`config.mk`:
```
export PLATFORM = sky130hd
export DESIGN_NAME = hill_cipher_mod37_encoder_core_flat
export DESIGN_NICKNAME = d
export VERILOG_FILES = /design/src/rtl/core/hc37_pkg.sv /design/src/rtl/core/hc37_if.sv /design/src/rtl/core/hill_cipher_mod37_encoder_core.sv /design/src/flat_wrapper.sv
export SDC_FILE = /design/constraint.sdc
export NUM_CORES = 2
export LEC_CHECK = 0
export ABC_AREA = 1
export BUFFER_PORTS_ARGS = -buffer_cell sky130_fd_sc_hd__buf_2
export CAP_MARGIN = 20
export CORE_ASPECT_RATIO = 0.8
export CORE_MARGIN = 1.5
export CORE_UTILIZATION = 50
export CTS_CLUSTER_DIAMETER = 60
export DETAILED_ROUTE_END_ITERATION = 8
export PLACE_DENSITY_LB_ADDON = 0.2
export SLEW_MARGIN = 25
export SYNTH_ARGS = -nofsm -noshare
export SYNTH_HDL_FRONTEND = slang
export SYNTH_SLANG_ARGS = --single-unit
```
`constraint.sdc`:
```
create_clock -name clk -period 25.8 [get_ports clk]
set_clock_uncertainty 0.05 [all_clocks]
set_input_delay 1.29 -clock clk [delete_from_list [all_inputs] [get_ports clk]]
set_output_delay 1.29 -clock clk [all_outputs]
set_load 0.005 [all_outputs]
```
`src/rtl/core/hc37_pkg.sv`:
```
`timescale 1ns / 1ps
// ----------------------------------------------------------------------------
// hc37_pkg
// Shared types, constants and symbol helpers for the mod-37 Hill cipher core.
// ----------------------------------------------------------------------------
package hc37_pkg;

	localparam int MAX_BLOCK   = 7;
	localparam int SYM_W       = 6;
	localparam int CHAR_W      = 8;
	localparam int CNT_W       = 3;
	localparam int KEY_W       = SYM_W * MAX_BLOCK;
	localparam int PROD_W      = 2 * SYM_W;
	localparam int SUM_W       = 15;
	localparam int APB_DATA_W  = 64;
	localparam int APB_ADDR_W  = 6;
	localparam int REG_IDX_LSB = 3;

	localparam int MOD_SYM     = 37;
	localparam int SYM_SPACE   = 36;
	localparam int NUM_LETTERS = 26;
	localparam int CHAR_A      = 65;
	localparam int CHAR_Z      = 90;
	localparam int CHAR_0      = 48;
	localparam int CHAR_9      = 57;
	localparam int CHAR_SP     = 32;

	// Reciprocal of 37 scaled by 2^19 and rounded up; exact for all sums in range.
	localparam int RECIP       = 14170;
	localparam int RECIP_SHIFT = 19;
	localparam int RECIP_W     = 14;
	localparam int MUL_W       = SUM_W + RECIP_W;
	localparam int QUOT_W      = MUL_W - RECIP_SHIFT;

	typedef logic [SYM_W-1:0]  sym_t;
	typedef logic [CHAR_W-1:0] char_t;
	typedef logic [CNT_W-1:0]  cnt_t;
	typedef logic [KEY_W-1:0]  key_row_t;
	typedef logic [SUM_W-1:0]  sum_t;

	typedef enum logic [CNT_W-1:0] {
		REG_BLOCK_SIZE = 3'd0,
		REG_KEY_ROW_0  = 3'd1,
		REG_KEY_ROW_1  = 3'd2,
		REG_KEY_ROW_2  = 3'd3,
		REG_KEY_ROW_3  = 3'd4,
		REG_KEY_ROW_4  = 3'd5,
		REG_KEY_ROW_5  = 3'd6,
		REG_KEY_ROW_6  = 3'd7
	} reg_idx_t;

	localparam logic [CNT_W-1:0] BLOCK_SIZE_RST = 3'd2;

	function automatic sym_t char_to_sym(input char_t ch);
		sym_t s;
		if (ch >= CHAR_W'(CHAR_A) && ch <= CHAR_W'(CHAR_Z)) begin
			s = SYM_W'(ch - CHAR_W'(CHAR_A));
		end else if (ch >= CHAR_W'(CHAR_0) && ch <= CHAR_W'(CHAR_9)) begin
			s = SYM_W'(ch - CHAR_W'(CHAR_0) + CHAR_W'(NUM_LETTERS));
		end else begin
			s = SYM_W'(SYM_SPACE);
		end
		return s;
	endfunction

	function automatic char_t sym_to_char(input sym_t s);
		char_t c;
		if (s < SYM_W'(NUM_LETTERS)) begin
			c = CHAR_W'(s) + CHAR_W'(CHAR_A);
		end else if (s < SYM_W'(SYM_SPACE)) begin
			c = CHAR_W'(s) - CHAR_W'(NUM_LETTERS) + CHAR_W'(CHAR_0);
		end else begin
			c = CHAR_W'(CHAR_SP);
		end
		return c;
	endfunction

	// Remainder by 37 through a reciprocal multiply; the quotient estimate is exact.
	function automatic sym_t mod_sym(input sum_t s);
		logic [MUL_W-1:0]  prod;
		logic [QUOT_W-1:0] quot;
		sum_t              rem;
		prod = MUL_W'(s) * MUL_W'(RECIP);
		quot = prod[MUL_W-1:RECIP_SHIFT];
		rem  = s - SUM_W'(quot) * SUM_W'(MOD_SYM);
		return rem[SYM_W-1:0];
	endfunction

endpackage

```
`src/rtl/core/hc37_if.sv`:
```
`timescale 1ns / 1ps
// ----------------------------------------------------------------------------
// hc37 stream interfaces
// Valid/ready channels for plaintext items in and ciphertext items out.
// ----------------------------------------------------------------------------
interface hc37_in_if;
	logic                  valid;
	logic                  ready;
	hc37_pkg::char_t       plain_char;
	logic                  message_end;

	modport source (output valid, output plain_char, output message_end, input ready);
	modport sink   (input valid, input plain_char, input message_end, output ready);
endinterface

interface hc37_out_if;
	logic                  valid;
	logic                  ready;
	hc37_pkg::char_t       cipher_char;
	logic                  block_last;

	modport source (output valid, output cipher_char, output block_last, input ready);
	modport sink   (input valid, input cipher_char, input block_last, output ready);
endinterface

```
`src/rtl/core/hill_cipher_mod37_encoder_core.sv`:
```
`timescale 1ns / 1ps
// ----------------------------------------------------------------------------
// hill_cipher_mod37_encoder_core
// Hill cipher encoder over A-Z, 0-9 and space with a key of up to 7x7.
// ----------------------------------------------------------------------------
// Usage:
// Plaintext characters enter on in_ch, one item per accepted valid/ready
// handshake. Symbols collect in a buffer until block_size of them are held,
// or until an item flagged message_end arrives, which pads with spaces.
// A finished block moves into a holding register and then into the row
// engine, which produces one ciphertext row per cycle unless out_ch stalls,
// through a multiply-accumulate stage (_s1) and the mod-37 reduction into
// the output register. Throughput: one input item per cycle while out_ch
// is ready, limited only by the row engine emitting block_size items per
// block; with block_size of 1 the holding register still allows one item
// per cycle. If out_ch stalls, the pipeline holds; in_ch keeps accepting
// until a finished block has to wait behind a block that is still being
// emitted. Reset clears the buffer fill, all valids, sets block_size to 2
// and the key to zero. Configuration uses the APB port (64-bit data,
// register i at 8*i) and is to be written by the user only while no block
// is in flight; the core itself does not enforce this.
// ----------------------------------------------------------------------------
module hill_cipher_mod37_encoder_core (
	input  logic                                clk,
	input  logic                                arst_n,
	input  logic                                psel,
	input  logic                                penable,
	input  logic                                pwrite,
	input  logic [hc37_pkg::APB_ADDR_W-1:0]     paddr,
	input  logic [hc37_pkg::APB_DATA_W-1:0]     pwdata,
	output logic [hc37_pkg::APB_DATA_W-1:0]     prdata,
	output logic                                pready,
	hc37_in_if.sink                             in_ch,
	hc37_out_if.source                          out_ch
);

	// Configuration registers
	hc37_pkg::cnt_t     bsize_q;
	hc37_pkg::key_row_t key_q [hc37_pkg::MAX_BLOCK];
	hc37_pkg::reg_idx_t reg_idx;
	logic               cfg_wr;

	// Collection buffer
	hc37_pkg::sym_t     buf_q  [hc37_pkg::MAX_BLOCK];
	hc37_pkg::sym_t     buf_nx [hc37_pkg::MAX_BLOCK];
	hc37_pkg::sym_t     blk    [hc37_pkg::MAX_BLOCK];
	hc37_pkg::cnt_t     fill_q;
	hc37_pkg::cnt_t     fill_nx;
	hc37_pkg::cnt_t     n_act;
	hc37_pkg::sym_t     in_sym;
	logic               in_acc;
	logic               blk_done;

	// Holding register for a finished block
	logic               pend_q;
	hc37_pkg::sym_t     pvec_q [hc37_pkg::MAX_BLOCK];
	hc37_pkg::cnt_t     pn_q;
	logic               pend_take;

	// Row engine
	logic               ebusy_q;
	hc37_pkg::sym_t     evec_q [hc37_pkg::MAX_BLOCK];
	hc37_pkg::cnt_t     en_q;
	hc37_pkg::cnt_t     erow_q;
	logic               row_last;
	logic               issue;
	hc37_pkg::sum_t     row_sum;
	hc37_pkg::key_row_t row_key;

	// Pipeline and output register
	logic               v_s1;
	hc37_pkg::sum_t     sum_s1;
	logic               last_s1;
	logic               o_v_q;
	hc37_pkg::char_t    o_char_q;
	logic               o_last_q;
	logic               o_load;
	logic               s1_adv;

	// ------------------------------------------------------------------
	// APB configuration port
	// ------------------------------------------------------------------
	assign pready  = 1'b1;
	assign cfg_wr  = psel & penable & pwrite;
	assign reg_idx = hc37_pkg::reg_idx_t'(paddr[hc37_pkg::APB_ADDR_W-1:hc37_pkg::REG_IDX_LSB]);

	always_ff @(posedge clk or negedge arst_n) begin
		if (!arst_n) begin
			bsize_q <= hc37_pkg::BLOCK_SIZE_RST;
			for (int r = 0; r < hc37_pkg::MAX_BLOCK; r++) begin
				key_q[r] <= '0;
			end
		end else if (cfg_wr) begin
			unique case (reg_idx)
				hc37_pkg::REG_BLOCK_SIZE: begin
					bsize_q <= pwdata[hc37_pkg::CNT_W-1:0];
				end
				default: begin
					key_q[reg_idx - hc37_pkg::REG_KEY_ROW_0] <= pwdata[hc37_pkg::KEY_W-1:0];
				end
			endcase
		end
	end

	always_comb begin
		unique case (reg_idx)
			hc37_pkg::REG_BLOCK_SIZE: begin
				prdata = hc37_pkg::APB_DATA_W'(bsize_q);
			end
			default: begin
				prdata = hc37_pkg::APB_DATA_W'(key_q[reg_idx - hc37_pkg::REG_KEY_ROW_0]);
			end
		endcase
	end

	// ------------------------------------------------------------------
	// Symbol collection
	// ------------------------------------------------------------------
	assign n_act  = (bsize_q == '0) ? hc37_pkg::CNT_W'(1) : bsize_q;
	assign in_sym = hc37_pkg::char_to_sym(in_ch.plain_char);
	assign in_acc = in_ch.valid & in_ch.ready;

	always_comb begin
		fill_nx  = (fill_q < hc37_pkg::CNT_W'(hc37_pkg::MAX_BLOCK)) ?
			fill_q + hc37_pkg::CNT_W'(1) : fill_q;
		blk_done = (fill_nx >= n_act) || in_ch.message_end;
		// A full buffer drops the symbol; entries past the fill but inside the block size are padded with space.
		for (int j = 0; j < hc37_pkg::MAX_BLOCK; j++) begin
			buf_nx[j] = (hc37_pkg::CNT_W'(j) == fill_q) ? in_sym : buf_q[j];
			if (hc37_pkg::CNT_W'(j) >= n_act) begin
				blk[j] = '0;
			end else if (hc37_pkg::CNT_W'(j) < fill_nx) begin
				blk[j] = buf_nx[j];
			end else begin
				blk[j] = hc37_pkg::SYM_W'(hc37_pkg::SYM_SPACE);
			end
		end
	end

	always_ff @(posedge clk) begin
		if (in_acc) begin
			for (int j = 0; j < hc37_pkg::MAX_BLOCK; j++) begin
				buf_q[j] <= buf_nx[j];
			end
		end
	end

	always_ff @(posedge clk or negedge arst_n) begin
		if (!arst_n) begin
			fill_q <= '0;
		end else if (in_acc) begin
			fill_q <= blk_done ? '0 : fill_nx;
		end
	end

	// ------------------------------------------------------------------
	// Handoff of finished blocks
	// ------------------------------------------------------------------
	assign o_load    = !o_v_q || out_ch.ready;
	assign s1_adv    = !v_s1 || o_load;
	assign issue     = ebusy_q && s1_adv;
	assign row_last  = (erow_q == en_q - hc37_pkg::CNT_W'(1));
	assign pend_take = pend_q && (!ebusy_q || (issue && row_last));
	assign in_ch.ready = !pend_q || pend_take;

	always_ff @(posedge clk or negedge arst_n) begin
		if (!arst_n) begin
			pend_q <= 1'b0;
			pn_q   <= '0;
		end else if (in_acc && blk_done) begin
			pend_q <= 1'b1;
			pn_q   <= n_act;
		end else if (pend_take) begin
			pend_q <= 1'b0;
		end
	end

	always_ff @(posedge clk) begin
		if (in_acc && blk_done) begin
			for (int j = 0; j < hc37_pkg::MAX_BLOCK; j++) begin
				pvec_q[j] <= blk[j];
			end
		end
	end

	// ------------------------------------------------------------------
	// Row engine: one key row against the block vector per cycle unless out_ch stalls
	// ------------------------------------------------------------------
	always_ff @(posedge clk or negedge arst_n) begin
		if (!arst_n) begin
			ebusy_q <= 1'b0;
			en_q    <= '0;
			erow_q  <= '0;
		end else if (pend_take) begin
			ebusy_q <= 1'b1;
			en_q    <= pn_q;
			erow_q  <= '0;
		end else if (issue) begin
			erow_q <= erow_q + hc37_pkg::CNT_W'(1);
			if (row_last) begin
				ebusy_q <= 1'b0;
			end
		end
	end

	always_ff @(posedge clk) begin
		if (pend_take) begin
			for (int j = 0; j < hc37_pkg::MAX_BLOCK; j++) begin
				evec_q[j] <= pvec_q[j];
			end
		end
	end

	// Lanes past the block size hold zero, so they add nothing to the sum.
	always_comb begin
		row_key = key_q[erow_q];
		row_sum = '0;
		for (int j = 0; j < hc37_pkg::MAX_BLOCK; j++) begin
			row_sum = row_sum + hc37_pkg::SUM_W'(
				hc37_pkg::PROD_W'(row_key[j*hc37_pkg::SYM_W +: hc37_pkg::SYM_W]) *
				hc37_pkg::PROD_W'(evec_q[j]));
		end
	end

	always_ff @(posedge clk or negedge arst_n) begin
		if (!arst_n) begin
			v_s1 <= 1'b0;
		end else if (issue) begin
			v_s1 <= 1'b1;
		end else if (o_load) begin
			v_s1 <= 1'b0;
		end
	end

	always_ff @(posedge clk) begin
		if (issue) begin
			sum_s1  <= row_sum;
			last_s1 <= row_last;
		end
	end

	// ------------------------------------------------------------------
	// Reduction and output register
	// ------------------------------------------------------------------
	always_ff @(posedge clk or negedge arst_n) begin
		if (!arst_n) begin
			o_v_q <= 1'b0;
		end else if (o_load) begin
			o_v_q <= v_s1;
		end
	end

	always_ff @(posedge clk) begin
		if (o_load && v_s1) begin
			o_char_q <= hc37_pkg::sym_to_char(hc37_pkg::mod_sym(sum_s1));
			o_last_q <= last_s1;
		end
	end

	assign out_ch.valid       = o_v_q;
	assign out_ch.cipher_char = o_char_q;
	assign out_ch.block_last  = o_last_q;

	// ------------------------------------------------------------------
	// Assertions
	// ------------------------------------------------------------------
	a_row_in_range: assert property (@(posedge clk) disable iff (!arst_n)
		ebusy_q |-> (erow_q < en_q))
		else $error("row engine index ran past the block size");

	a_engine_size: assert property (@(posedge clk) disable iff (!arst_n)
		ebusy_q |-> (en_q != '0))
		else $error("row engine busy with an empty block");

	a_s1_holds: assert property (@(posedge clk) disable iff (!arst_n)
		(v_s1 && o_v_q && !out_ch.ready) |=> (v_s1 && $stable(sum_s1)))
		else $error("accumulate stage changed while the output stalled");

endmodule

```
`src/flat_wrapper.sv`:
```
// flat-port wrapper written by rule: the top's interface ports become plain ports
module hill_cipher_mod37_encoder_core_flat 
  (clk, arst_n, psel, penable, pwrite, paddr, pwdata, prdata, pready, in_ch_valid, in_ch_plain_char, in_ch_message_end, in_ch_ready, out_ch_valid, out_ch_cipher_char, out_ch_block_last, out_ch_ready);
  hc37_in_if in_ch_i ();
  hc37_out_if out_ch_i ();
  input  logic clk;
  input  logic arst_n;
  input  logic psel;
  input  logic penable;
  input  logic pwrite;
  input  logic [hc37_pkg::APB_ADDR_W-1:0] paddr;
  input  logic [hc37_pkg::APB_DATA_W-1:0] pwdata;
  output logic [hc37_pkg::APB_DATA_W-1:0] prdata;
  output logic pready;
  input wire logic [$bits(in_ch_i.valid)-1:0] in_ch_valid;
  input wire logic [$bits(in_ch_i.plain_char)-1:0] in_ch_plain_char;
  input wire logic [$bits(in_ch_i.message_end)-1:0] in_ch_message_end;
  output wire logic [$bits(in_ch_i.ready)-1:0] in_ch_ready;
  output wire logic [$bits(out_ch_i.valid)-1:0] out_ch_valid;
  output wire logic [$bits(out_ch_i.cipher_char)-1:0] out_ch_cipher_char;
  output wire logic [$bits(out_ch_i.block_last)-1:0] out_ch_block_last;
  input wire logic [$bits(out_ch_i.ready)-1:0] out_ch_ready;
  assign in_ch_i.valid = in_ch_valid;
  assign in_ch_i.plain_char = in_ch_plain_char;
  assign in_ch_i.message_end = in_ch_message_end;
  assign in_ch_ready = in_ch_i.ready;
  assign out_ch_valid = out_ch_i.valid;
  assign out_ch_cipher_char = out_ch_i.cipher_char;
  assign out_ch_block_last = out_ch_i.block_last;
  assign out_ch_i.ready = out_ch_ready;
  hill_cipher_mod37_encoder_core u_core (.clk(clk), .arst_n(arst_n), .psel(psel), .penable(penable), .pwrite(pwrite), .paddr(paddr), .pwdata(pwdata), .prdata(prdata), .pready(pready), .in_ch(in_ch_i), .out_ch(out_ch_i));
endmodule
```
Word level (Yosys, flattened, before mapping)
Memory sizes are Yosys's and may differ from the RTL's.
Index checks and enable logic that the tools add are counted.
{"block": "word_totals", "ramBits": 126, "out_inout_bits": 76, "regBits": 338, "n_memories": 3, "wordCells": 167}
{"name": "u_core.buf_q", "depth": 7, "word_bits": 6, "rd": 7, "rd_clocked_by_memory_dff": 0, "wr": 7, "line": "hill_cipher_mod37_encoder_core.sv:44", "source": "hc37_pkg::sym_t buf_q [hc37_pkg::MAX_BLOCK];"}
{"name": "u_core.evec_q", "depth": 7, "word_bits": 6, "rd": 7, "rd_clocked_by_memory_dff": 0, "wr": 7, "line": "hill_cipher_mod37_encoder_core.sv:62", "source": "hc37_pkg::sym_t evec_q [hc37_pkg::MAX_BLOCK];"}
{"name": "u_core.pvec_q", "depth": 7, "word_bits": 6, "rd": 7, "rd_clocked_by_memory_dff": 0, "wr": 7, "line": "hill_cipher_mod37_encoder_core.sv:56", "source": "hc37_pkg::sym_t pvec_q [hc37_pkg::MAX_BLOCK];"}
{"block": "op_classes", "n_mux": 53, "n_addsub": 17, "magnitude_cmp": 25, "reduce_logical": 27, "multipliers": 9, "eq_ne": 7, "bitwise": 6}
{"op": "$bwmux 294", "count": 1}
{"op": "$bmux 42 s3", "count": 2}
{"op": "$mux 42", "count": 6}
{"op": "$mux 6", "count": 23}
{"op": "$demux 42 s3", "count": 1}
{"op": "$mul 6x6->12", "count": 7}
{"op": "$add 15x12->15", "count": 5}
{"op": "$mul 15x13->28 const B", "count": 1}
{"op": "$mux 8", "count": 2}
{"op": "$mux 3", "count": 5}
{"op": "$add 12x12->13", "count": 1}
{"op": "$mux 1", "count": 13}
{"op": "$mul 10x6->6 const B", "count": 1}
{"op": "$eq 3x3->1 const A", "count": 3}
{"op": "$ge 3x3->1 const A", "count": 3}
{"op": "$logic_not 3->1", "count": 3}
{"op": "$lt 3x3->1 const A", "count": 3}
{"op": "$add 6x7->8 const B", "count": 1}
{"op": "$add 8x6->8 const B", "count": 1}
{"op": "$ge 4x4->1 const B", "count": 2}
{"op": "$ge 8x6->1 const B", "count": 1}
{"op": "$ge 8x7->1 const B", "count": 1}
{"op": "$le 8x6->1 const B", "count": 1}
{"op": "$le 8x7->1 const B", "count": 1}
{"op": "other kinds (27)", "count": 56}

Depth between registers and ports, before layout
{"block": "depth", "ltp_word": 12, "ltp_mapped": 46, "depth_no_buf": 43}

Worst setup path after synthesis
No wires, ideal clock.
{"block": "synth_path", "kind": "register -> register", "from": "reg u_core.erow_q[1]", "to": "reg u_core.sum_s1[14], data pin", "path_slack_ns": 16.191, "t_required_ns": 25.489, "arrival_time_ns": 9.298, "path_stages_with_launch": 45, "path_buffers": 2, "synth_period_minus_slack_ns": 9.609, "setup_ns": 0.261, "cell_sequence": "dfrtp_1 buf_2 inv_1 nor2_2 clkinv_1 clkbuf_1 o221ai_1 nand2_1 inv_1 nand2_1 fa_1 inv_1 ha_1 inv_1 fa_1 inv_1 fa_1 inv_1 [9 not listed] fa_1 inv_1 fa_1 inv_1 fa_1 inv_1 fa_1 inv_1 ha_1 a21o_1 a31oi_1 o21ai_0 a21oi_1 o21bai_1 a21oi_1 nor2_1 nor2_1 xor2_1"}
{"block": "synth_between", "elab_chain_cells": 11, "elab_cells_between_ends": 17, "cone_classes": "add/sub: 6; mul: 7; mux: 3; bitwise: 1"}
{"item": "start, declared", "line": "hill_cipher_mod37_encoder_core.sv:64", "source": "hc37_pkg::cnt_t erow_q;"}
{"item": "start signal, assigned", "line": "hill_cipher_mod37_encoder_core.sv:199", "source": "erow_q <= erow_q + hc37_pkg::CNT_W'(1);"}
{"item": "$not 3->4 (not written as such) (*)", "line": "hill_cipher_mod37_encoder_core.sv:216", "source": "row_key = key_q[erow_q];"}
{"item": "$bmux 42 s3 (*)", "line": "hill_cipher_mod37_encoder_core.sv:216"}
{"item": "$mux 42 (not written as such) (*) (2 in series)", "line": "hill_cipher_mod37_encoder_core.sv:216"}
{"item": "$mul 6x6->12", "line": "hill_cipher_mod37_encoder_core.sv:220", "source": "hc37_pkg::PROD_W'(row_key[j*hc37_pkg::SYM_W +: hc37_pkg::SYM_W]) *"}
{"item": "$add 12x12->13", "line": "hill_cipher_mod37_encoder_core.sv:219", "source": "row_sum = row_sum + hc37_pkg::SUM_W'("}
{"item": "$add 15x12->15 (4 in series)", "line": "hill_cipher_mod37_encoder_core.sv:219"}
{"item": "$add 15x12->15 (*)", "line": "hill_cipher_mod37_encoder_core.sv:219"}
{"item": "via u_core.row_sum[14]", "line": "hill_cipher_mod37_encoder_core.sv:67", "source": "hc37_pkg::sum_t row_sum;"}
{"item": "end signal, assigned", "line": "hill_cipher_mod37_encoder_core.sv:237", "source": "sum_s1 <= row_sum;"}
{"item": "end, declared", "line": "hill_cipher_mod37_encoder_core.sv:72", "source": "hc37_pkg::sum_t sum_s1;"}
The timed path passes the listed nets; every way through them passes the cells marked *. The select of a mux whose other input is x is not followed.
A chain may end at the register's enable or synchronous reset.

Worst setup path in the final report
{"block": "layout_path", "from": "reg u_core.erow_q[0]", "to": "reg u_core.sum_s1[14], data pin"}
The elaborated chain is that of the path after synthesis.

==> run_results.csv <==
group,metric,value,unit
status,run_status,"complete, no violations",
timing,max_freq,84.1,MHz
setup_path,worstSetupStartpointType,"register",
yosys,synthTopCellsByArea,"dfrtp_1, fa_1, edfxtp_1",
cts,holdBufCountCts,0,
cts,cts_root_buf,"clkbuf_16",
cts,cts_tree,"built",
yosys,synthesis.area,0.0349,sq mm
cts,clk_path_buf_depth,3,
timing,setup_viol,0,
global_routing,grt_max_degree,165,
finish,mostFrequentLayoutCells,"inv_1, nand2_1, o21ai_0",
timing,slew_violations,0,
detailed_routing,drtAntennaViolNets,0,
finish,fin_nets,4706,
detailed_routing,wirelength,95.7,mm
floorplanning,start_util,0.506,
finish,final_common_cell,"inv_1",
yosys,async_flop_share,0.675,
global_routing,antenna_found_initial,0,
setup_path,max_stage_delay,0.70,ns
finish,final_util,0.552,
cts,clkSinkCount,464,
detailed_routing,drc,0,
timing,relSlewSlack,0.292,
placed_design,hpwlAfterDp,68.3,mm
setup_path,slowest_stage,"a31oi_1",
cts,ctsResizeCount,0,
setup_path,cp_common_cell,"fa_1",
detailed_routing,drtIter0Drc,2537,
finish,area_growth,8.98,%
detailed_routing,num_vias,27284,
global_routing,overflow,0,
yosys,avgSynthCellArea,8.64,sq um
finish,fillers,6335,
floorplanning,die_w,298,um
floorplanning,ios,162,
cts,cts_buffers,49,
yosys,synthDominantCellAreaShare,0.224,
yosys,syn_inst,4042,
yosys,synth_seq_area_share,0.354,
floorplanning,die_y,239,um
yosys,ys_types,56,
setup_path,criticalPathCategory,"register to register",
hold_path,worstHoldPathType,"register to register",
setup_path,endpoint_kind,"register",
placed_design,io_buffers,113,
finish,insertedDiodeCount,0,
yosys,synth_warnings,0,
placed_design,place.gp.congestion,0.914,
timing,worst_pin_slew,1.06,ns
setup_path,cp_max_fo,70,
cts,h-tree-depth,2,
yosys,ys.flop_type,"dfrtp_1",
timing,fin_crit,11.89,ns
cts,cts_setup_buffers,0,
setup_path,cp.arrival,12.17,ns
timing,finalHoldViolations,0,
cts,insertion_delay,0.62,ns
timing,tns,0,ns
detailed_routing,wl_per_cell,18.9,um
floorplanning,core_area,0.0690,sq mm
cts,clk_pin_slew_worst_paths,0.07,ns
global_routing,grtUsageTotal,0.273,
timing,holdWs,0.369,ns
floorplanning,fp.dieArea,0.0715,sq mm
global_routing,grt_pass1_vias,26389,
finish,finalNonFillerCells,5056,
timing,fin_crit_sh,0.461,
detailed_routing,dr.pass1.iters,5,
detailed_routing,vias_per_cell,5.40,
yosys,ys_ff_latch,464,
flow_run,maxCapViolCount,0,
setup_path,cp.required,26.08,ns
placed_design,placedCellCount,4963,
timing,rsz0062_at_grt,"no",
finish,drive_above_1_share,0.0699,
floorplanning,placementRows,86,
global_routing,grt_pass1_wl,152,mm
yosys,yosys.area.top_type,"dfrtp_1",
yosys,synth-edff-count,151,
==> per-stage QoR <==
step,worst slack [ns],cell area [sq um]
after CTS,13.97,38000
after floorplan,16.19,35000
final,13.91,38100
after global routing,13.41,38100
after global placement,14.07,36300
after detailed placement,14.04,36300
==> cell usage after synthesis (12+ instances only) <==
library cell,n
fa_1,294
o211ai_1,20
buf_2,34
o22ai_1,24
edfxtp_1,151
clkbuf_1,103
o221ai_1,22
a221oi_1,52
o21ai_1,36
ha_1,235
xor2_1,27
buf_4,27
nand3_1,57
a22o_1,12
inv_1,798
dfrtp_1,312
xnor2_1,18
nor2_1,250
o21ai_0,469
nand2_1,792
a21oi_1,187
==> path summary, 6_finish.rpt <==
kind	start	endpoint	slack, ns	cells past startpoint
max	u_core.erow_q[0]	u_core.sum_s1[14]	13.91	40
min	u_core.pvec_q[0][3]	u_core.evec_q[0][3]	0.37	0
max reg2reg	u_core.erow_q[0]	u_core.sum_s1[14]	13.91	40
min reg2reg	u_core.pvec_q[0][3]	u_core.evec_q[0][3]	0.37	0
max in group asynchronous	arst_n	u_core.key_q[282]	23.69	2
min in group asynchronous	arst_n	u_core.key_q[247]	0.63	1
==> layer usage <==
layer,GRT usage,share of wire
met5,0,0
met2,0.398,0.42
met4,0.0705,0.025
met3,0.0566,0.091
met1,0.412,0.47
==> state kept, by name, indices dropped and copies added, names as in the netlist, 8 cells and up <==
name                       count
u_core.buf_q                  42
u_core.evec_q                 42
u_core.key_q                 294
u_core.out_ch.cipher_char      8
u_core.pvec_q                 42
u_core.sum_s1                 15
==> worst max-delay path, delay by kind of cell (launching register included) <==
| kind | cells | cell delay [ns] |
|---|---|---|
| AOI/OAI and AO/OA | 7 | 1.77 |
| and+or+nand+nor | 7 | 0.66 |
| buffers and inverters | 11 | 1.87 |
| adders and majority gates | 13 | 6.18 |
| xor gates and xnor gates | 2 | 0.27 |
| DFF | 1 | 0.66 |
==> area by class of cell <==
type	instances	area, sq um	share of cell area
clock buffers	56	1320	0.0345
flip-flops and latches	464	12400	0.325
repair buffers	149	878	0.0231
clock inverters	36	419	0.0110
well taps	924	1160	0.0304
inverters	809	3040	0.0798
multi-input cells	2618	18900	0.496
==> cell families after synthesis <==
logic type               count (synthesis)  synth area share
AND/OR/NAND/NOR                       1141             0.130
adder cells (fa/ha/maj)                529             0.253
flip-flops                             464             0.354
AO/OA/AOI/OAI                          878             0.142
other                                    2          0.000215
multiplexers                             1          0.000322
XOR/XNOR                                45            0.0113
buffers and inverters                  982             0.110
Power is left out: the tool's default activity adds up to more than one toggle a clock period on the data nets, which glitch-free logic cannot reach.
